===== src/rtl/mcfe_pkg.sv =====
// shared types and constants of the motor command frame encoder
`default_nettype none
package mcfe_pkg;

    localparam int LANE_STAGES  = 18;
    localparam int TOTAL_STAGES = LANE_STAGES + 1;
    localparam int CODE_BITS    = 16;

    typedef enum logic [3:0] {
        OP_ENABLE    = 4'd0,
        OP_DISABLE   = 4'd1,
        OP_IMPEDANCE = 4'd2,
        OP_ZERO      = 4'd3,
        OP_CLEAR     = 4'd4,
        OP_MODE      = 4'd5,
        OP_ID        = 4'd6,
        OP_PROTOCOL  = 4'd7,
        OP_MASTER    = 4'd8,
        OP_POSITION  = 4'd9,
        OP_VELOCITY  = 4'd10
    } op_t;

    typedef enum logic [2:0] {
        REG_ANGLE_MIN     = 3'd0,
        REG_ANGLE_MAX     = 3'd1,
        REG_SPEED_MIN     = 3'd2,
        REG_SPEED_MAX     = 3'd3,
        REG_TORQUE_MIN    = 3'd4,
        REG_TORQUE_MAX    = 3'd5,
        REG_STIFFNESS_MAX = 3'd6,
        REG_DAMPING_MAX   = 3'd7
    } reg_index_t;

    localparam logic [7:0] BYTE_FILL    = 8'hFF;
    localparam logic [7:0] CODE_ENABLE  = 8'hFC;
    localparam logic [7:0] CODE_DISABLE = 8'hFD;
    localparam logic [7:0] CODE_ZERO    = 8'hFE;
    localparam logic [7:0] CODE_CLEAR   = 8'hFB;
    localparam logic [7:0] CODE_ID      = 8'hFA;
    localparam logic [7:0] CODE_MASTER  = 8'h01;

    localparam logic signed [31:0] RST_ANGLE_MIN  = -32'sd823550;
    localparam logic signed [31:0] RST_ANGLE_MAX  = 32'sd823550;
    localparam logic signed [31:0] RST_SPEED_MIN  = -32'sd2883584;
    localparam logic signed [31:0] RST_SPEED_MAX  = 32'sd2883584;
    localparam logic signed [31:0] RST_TORQUE_MIN = -32'sd1114112;
    localparam logic signed [31:0] RST_TORQUE_MAX = 32'sd1114112;
    localparam logic [30:0] RST_STIFFNESS_MAX     = 31'd32768000;
    localparam logic [30:0] RST_DAMPING_MAX       = 31'd327680;

    typedef struct packed {
        logic [3:0]         operation;
        logic [2:0]         bus_select;
        logic [7:0]         unit_id;
        logic signed [31:0] angle_target;
        logic signed [31:0] speed_target;
        logic signed [31:0] stiffness;
        logic signed [31:0] damping;
        logic signed [31:0] torque_feed;
        logic [7:0]         byte_argument;
        logic [31:0]        first_word;
        logic [31:0]        second_word;
    } cmd_t;

    typedef struct packed {
        logic [2:0]  bus_out;
        logic [7:0]  target_id;
        logic [3:0]  command_kind;
        logic [63:0] frame_data;
    } frame_t;

    typedef struct packed {
        logic [2:0]  index;
        logic [31:0] value;
    } cfg_t;

    function automatic logic [63:0] fixed_frame(input logic [7:0] b6, input logic [7:0] b7);
        return {b7, b6, {6{BYTE_FILL}}};
    endfunction

endpackage
`default_nettype wire


===== src/rtl/mcfe_quant_lane.sv =====
// one quantizer lane: clamp, scale, then restoring division one bit per stage
`default_nettype none
module mcfe_quant_lane import mcfe_pkg::*; (
    input  wire logic                   clk,
    input  wire logic [LANE_STAGES-1:0] en,
    input  wire logic signed [31:0]     x,
    input  wire logic signed [31:0]     lo,
    input  wire logic signed [31:0]     hi,
    input  wire logic                   wide_code,
    output logic [CODE_BITS-1:0]        code
);
    localparam int DIV_STEPS = CODE_BITS;

    logic signed [31:0] xc;
    logic [31:0] off_next, span_next;
    logic        zero_next;
    logic [31:0] off_reg, span0_reg;
    logic        zero0_reg;
    logic [47:0] num;

    logic [31:0]          rem_reg  [DIV_STEPS+1];
    logic [15:0]          low_reg  [DIV_STEPS+1];
    logic [CODE_BITS-1:0] q_reg    [DIV_STEPS+1];
    logic [31:0]          span_reg [DIV_STEPS+1];
    logic                 zero_reg [DIV_STEPS+1];

    // clamp and offset
    always_comb
    begin
        if (x > hi)
            xc = hi;
        else if (x < lo)
            xc = lo;
        else
            xc = x;
        zero_next = (hi <= lo);
        off_next  = 32'({xc[31], xc} - {lo[31], lo});
        span_next = 32'({hi[31], hi} - {lo[31], lo});
    end

    always_ff @(posedge clk)
    begin
        if (en[0])
        begin
            off_reg   <= off_next;
            span0_reg <= span_next;
            zero0_reg <= zero_next;
        end
    end

    // off * (2^bits - 1) as shift and subtract
    assign num = wide_code ? ({off_reg, 16'd0} - {16'd0, off_reg})
                           : ({4'd0, off_reg, 12'd0} - {16'd0, off_reg});

    always_ff @(posedge clk)
    begin
        if (en[1])
        begin
            rem_reg[0]  <= num[47:16];
            low_reg[0]  <= num[15:0];
            q_reg[0]    <= '0;
            span_reg[0] <= span0_reg;
            zero_reg[0] <= zero0_reg;
        end
    end

    for (genvar j = 0; j < DIV_STEPS; j++)
    begin : g_step
        logic [32:0] trial;
        logic        fits;
        assign trial = {rem_reg[j], low_reg[j][15]};
        assign fits  = (trial >= {1'b0, span_reg[j]});
        always_ff @(posedge clk)
        begin
            if (en[2+j])
            begin
                rem_reg[j+1]  <= fits ? 32'(trial - {1'b0, span_reg[j]}) : trial[31:0];
                low_reg[j+1]  <= {low_reg[j][14:0], 1'b0};
                q_reg[j+1]    <= {q_reg[j][CODE_BITS-2:0], fits};
                span_reg[j+1] <= span_reg[j];
                zero_reg[j+1] <= zero_reg[j];
            end
        end
    end

    assign code = zero_reg[DIV_STEPS] ? '0 : q_reg[DIV_STEPS];

endmodule
`default_nettype wire


===== config.mk =====
export PLATFORM = sky130hd
export DESIGN_NAME = mcfe_quant_lane
export DESIGN_NICKNAME = d
export VERILOG_FILES = /design/src/rtl/mcfe_pkg.sv /design/src/rtl/mcfe_quant_lane.sv
export SDC_FILE = /design/constraint.sdc
export NUM_CORES = 2
export LEC_CHECK = 0
export ABC_CLOCK_PERIOD_IN_PS = 7300
export BUFFER_PORTS_ARGS = -buffer_cell sky130_fd_sc_hd__buf_2
export CAP_MARGIN = 30
export CORE_UTILIZATION = 25
export DETAILED_ROUTE_END_ITERATION = 10
export SLEW_MARGIN = 0
export SYNTH_ARGS = -nofsm -noshare
export SYNTH_HDL_FRONTEND = slang
export SYNTH_SLANG_ARGS = --single-unit

===== constraint.sdc =====
create_clock -name clk -period 7.3 [get_ports clk]
set_input_delay 0.73 -clock clk [delete_from_list [all_inputs] [get_ports clk]]
set_output_delay 0.73 -clock clk [all_outputs]
set_load 0.005 [all_outputs]

## Yosys cells after proc, flatten, opt, wreduce, memory -nomap -nowiden

Memories as Yosys holds them, arrays and structs flattened.
Cells that the tools add are included.

- $add $sub $neg: 20
- Order comparisons: 19
- Muxes and demuxes: 54

Operators with widths:

| cell | count |
|---|---|
| 2-to-1 mux 32 bit | 18 |
| subtractor 32 bit | 18 |
| >= comparator 33 x 32 -> 1 bit | 16 |
| 2-to-1 mux 48 bit | 1 |
| subtractor 48 x 32 -> 48 bit | 1 |
| subtractor 44 x 32 -> 45 bit | 1 |
| 2-to-1 mux 1 bit | 34 |
| greater-than comparator 32 bit | 1 |
| less-or-equal comparator 32 bit | 1 |
| less-than comparator 32 bit | 1 |
| 2-to-1 mux 16 bit | 1 |

- Register bits: 65
- RAM bits: 1649
- Bits of input ports: 116
- Output and inout port bits: 16
- Logic and storage cells: 101
- Memories: 5

Memories:

| name | words | width | read ports | clocked after Yosys merged registers in | wr ports | RTL line | RTL |
|---|---|---|---|---|---|---|---|
| rem_reg | 17 | 32 | 16 | 0 | 17 | mcfe_quant_lane.sv:21 | `logic [31:0] rem_reg [DIV_STEPS+1];` |
| span_reg | 17 | 32 | 16 | 0 | 17 | mcfe_quant_lane.sv:24 | `logic [31:0] span_reg [DIV_STEPS+1];` |
| low_reg | 17 | 16 | 16 | 0 | 17 | mcfe_quant_lane.sv:22 | `logic [15:0] low_reg [DIV_STEPS+1];` |
| q_reg | 17 | 16 | 17 | 0 | 17 | mcfe_quant_lane.sv:23 | `logic [CODE_BITS-1:0] q_reg [DIV_STEPS+1];` |
| zero_reg | 17 | 1 | 17 | 0 | 17 | mcfe_quant_lane.sv:25 | `logic zero_reg [DIV_STEPS+1];` |

## Logic depth before layout (Yosys ltp)

- Depth in word-level cells: 4
- Depth in mapped cells: 26
- Depth with buffers taken out: 25

## Worst setup path after synthesis

OpenSTA, ideal clock, no wires.

- Path type: input -> register
- Start: input port lo[21]
- End: register off_reg[31], data pin
- Setup time: 0.264 ns
- Arrival: 5.497 ns
- Required time: 7.036 ns
- Slack: 1.539 ns
- Cell stages on the path: 23
- Path buffers: 1
- Cells stage by stage: inv_1 ha_1 a21o_1 a211o_1 a211o_1 a31oi_1 a211oi_1 o31ai_1 a31oi_1 clkbuf_1 a211oi_1 a21oi_1 ha_1 a2111oi_0 a211oi_1 o21ai_0 o211ai_1 a21oi_1 o21ai_0 a21bo_2 a21boi_0 o21ai_0 xor2_1

- Cells in the longest elaborated chain, start to end: 4

RTL lines:

| element | RTL line | RTL |
|---|---|---|
| from (decl) | mcfe_quant_lane.sv:7 | `input wire logic signed [31:0] lo,` |
| less-than comparator 32 bit | mcfe_quant_lane.sv:32 | `else if (x < lo)` |
| 2-to-1 mux 32 bit | mcfe_quant_lane.sv:32 |  |
| 2-to-1 mux 32 bit | mcfe_quant_lane.sv:30 | `if (x > hi)` |
| subtractor 32 bit (*) | mcfe_quant_lane.sv:37 | `off_next = 32'({xc[31], xc} - {lo[31], lo});` |
| net off_next[31] | mcfe_quant_lane.sv:15 | `logic [31:0] off_next, span_next;` |
| to (signal assigned) | mcfe_quant_lane.sv:45 | `off_reg <= off_next;` |
| to (decl) | mcfe_quant_lane.sv:17 | `logic [31:0] off_reg, span0_reg;` |

The timed path passes the listed nets; every way through them passes the cells marked *.
A chain may end at the register's enable or synchronous reset.

## Worst setup path in the final report

- Start: input port lo[13]
- End: register off_reg[31], data pin

Same word-level chain as after synthesis.

==> key figures <==
Floorplanning
  • Die Ht: 572 um
  • Num rows: 208
  • Horiz. Die Dim: roughly 570 um
  • Die area: 0.327 mm^2
  • IO Count: between 100 and 150
  • Initial Utilization: 0.252
  • Core footprint: about 0.32 mm^2

Detailed routing
  • Top routing layer in use: met5
  • DRT Pass-1 Iters: 7
  • DR vias/cell: approximately 4.6
  • Met1 WL: approximately 76000 um
  • Vias post-DR: 54400
  • ANT nets after route: 0
  • Drt wl/cell: 15.5 um
  • DRC Markers: 0
  • Aggregate routed wire length: roughly 180000 um
  • DRT iter0 DRCs: 2639
  • WL met3: 6390 um
  • Metal2 WL: 93700 um

Synthesis
  • Post-synthesis sequential area ratio: 0.510
  • Synth top area share: 0.510
  • Post-Syn Area per Cell: 11.2 um^2
  • Yosys warning count: 0
  • Synth async-reset ratio: 0
  • Post-synthesis cell area: 0.0811 mm^2
  • Synth cell count leaders: edfxtp_1 (1378), inv_1 (777), ha_1 (675), a21oi_1 (611), nor2_1 (471)
  • Syn Nets: 8075
  • Synth area leaders: edfxtp_1 (51%), ha_1 (10%), a21oi_1 (3.8%)
  • Synth Register Bits: 1378
  • Post-synth top area cell: edfxtp_1
  • Synth Flop Type: edfxtp_1
  • Number of synthesized flops with an enable pin: between 1000 and 1500
  • Top-count cell post-synth: edfxtp_1
  • Cells after Synth: 7267
  • Count of unique library cells instantiated by Yosys: 91

Power and ir drop
  • Pleak: around 0.037 uW
  • Worst VDD drop: 0.000227 V
  • Pwr/cell area: ~430 mW/mm^2
  • Pwr Total: 39100 uW

Timing
  • Final slew viol count: 0
  • TNS Setup: 0 ps
  • Hold Vio Cnt, Final: 0
  • Least-Margin Pin Slew: roughly 1000 ps
  • Period utilization: 0.821
  • Clk_skew: 37.5 ps
  • RSZ-0062 raised after global routing: false
  • Post-route minimum period: about 6000 ps
  • Final setup fails: 0
  • Fmax: roughly 0.17 GHz
  • Slew HR: 0.307

Clock network
  • Worst-skew pair later-pin latency: 790 ps
  • Clock root cell: clkbuf_16
  • PostCTS Resize Cnt: 0
  • Clock Pin Slew Worst Setup and Hold Paths: around 60 ps
  • TritonCTS clock tree: done
  • Sink Count: about 1400
  • Hold Buf Count CTS: 0
  • CTS Buf Count: approximately 150
  • CTS H-tree lvls: 4
  • Longest Clk Path Bufs: 3
  • Setup bufs post-CTS: 0

Worst setup path
  • Max stage delay cell, worst path: a2111oi_0
  • Critical path class: input port to register
  • Critical Path AT: 6520 ps
  • Worst path required time: 7820 ps
  • Crit path max-delay family: compound AO/OA/AOI/OAI gates
  • Max incr delay on CP: 610 ps
  • Worst-path maximum fanout: 12
  • Crit end category: register
  • Crit path launch type: input port
  • Critical path buffer and inverter count: 5

Global routing
  • First-pass GRT wire length: ~290000 um
  • Largest net degree at the start of global routing: 82
  • Number of global-route vias before repair: roughly 56000
  • Total grt overflow: 0
  • Initial antenna violation count: 11
  • Total GRT Usage: 0.110

Run
  • MaxCap Viol Count: 0

Placed design
  • GP Congestion: 0.948
  • Final HPWL DP: 146000 um
  • IO buf count: ~130
  • Area of placed instances: about 0.087 mm^2

Layout
  • Fraction of layout cells with a size suffix above 1: 0.0932
  • Area Growth Syn to Fin: 13.2%
  • # nets final: 8262
  • Fin area: 0.0918 mm^2

Hold path
  • Worst hold path class: input port to register

Run status
  • Run status: finished clean
==> layout make-up <==
type,count,area (um^2)
diodes,1,2.50
fillers,32800,230000
clock inverters,73,812
flip-flops and latches,1378,41400
repair buffers,194,1310
multi-input cells,4956,36300
clock buffers,183,3770
well taps,4305,5390
inverters,779,2920
==> cell families after synthesis <==
group           Yosys count  share of synthesized area
xor+xnor                495                     0.0534
flops                  1378                      0.510
buf+inv                 933                     0.0441
compound gates         1905                      0.150
fa+ha+maj               692                      0.108
simple gates           1567                     0.0924
mux                     297                     0.0419
==> layer usage <==
layer,up-vias,GRT usage
met3,419,0.0168
li1,27100,-
met1,25700,0.121
met4,12,0.0508
met2,1116,0.208
met5,-,0
==> path summary, 6_finish.rpt <==
check                       startpoint                    endpoint  slack [ps]  cells past startpoint
max                             lo[13]       off_reg[31]$_DFFE_PP_        1310                     27
min                             en[16]  span_reg[0][497]$_DFFE_PP_         170                      1
max reg2reg  rem_reg[0][320]$_DFFE_PP_   rem_reg[0][356]$_DFFE_PP_        2620                     11
min reg2reg    low_reg[0][6]$_DFFE_PP_    low_reg[0][23]$_DFFE_PP_         390                      0
==> placed cells by master (no fill, tap or decap), types with 66 or more instances in the layout <==
cell type | Yosys | routed
buf_2 | 31 | 118
inv_1 | 777 | 777
xor2_1 | 147 | 147
nand2_1 | 366 | 365
o21bai_1 | 66 | 66
xnor2_1 | 348 | 348
nand2b_1 | 74 | 74
nor2b_1 | 99 | 99
nor3_1 | 112 | 112
ha_1 | 675 | 675
nand3_1 | 141 | 141
edfxtp_1 | 1378 | 1378
nand4_1 | 89 | 89
clkbuf_16 | 0 | 145
o21a_1 | 90 | 90
o21ai_0 | 371 | 371
a211oi_1 | 81 | 81
a21o_1 | 284 | 284
buf_4 | 3 | 67
mux2_2 | 232 | 232
a21oi_1 | 611 | 610
nor2_1 | 471 | 470
==> where the power goes <==
group,internal [uW],switching [uW],total [uW]
clock network,4020,3150,7170
registers,11900,1180,13100
logic,8460,10400,18900
==> stage by stage <==
| stage | hold slack [ps] | setup WS [ps] | util | instances |
|---|---|---|---|---|
| after floorplan | 400 | 1540 | - | 7267 |
| after global placement | 402 | 400 | 0.270 | 11600 |
| after detailed placement | 405 | 414 | 0.270 | 11600 |
| after CTS | 226 | 1260 | 0.285 | 11900 |
| after global routing | 115 | 968 | 0.285 | 11900 |
| final | 169 | 1310 | 0.285 | 11900 |
(Power assumes the default switching activity.)
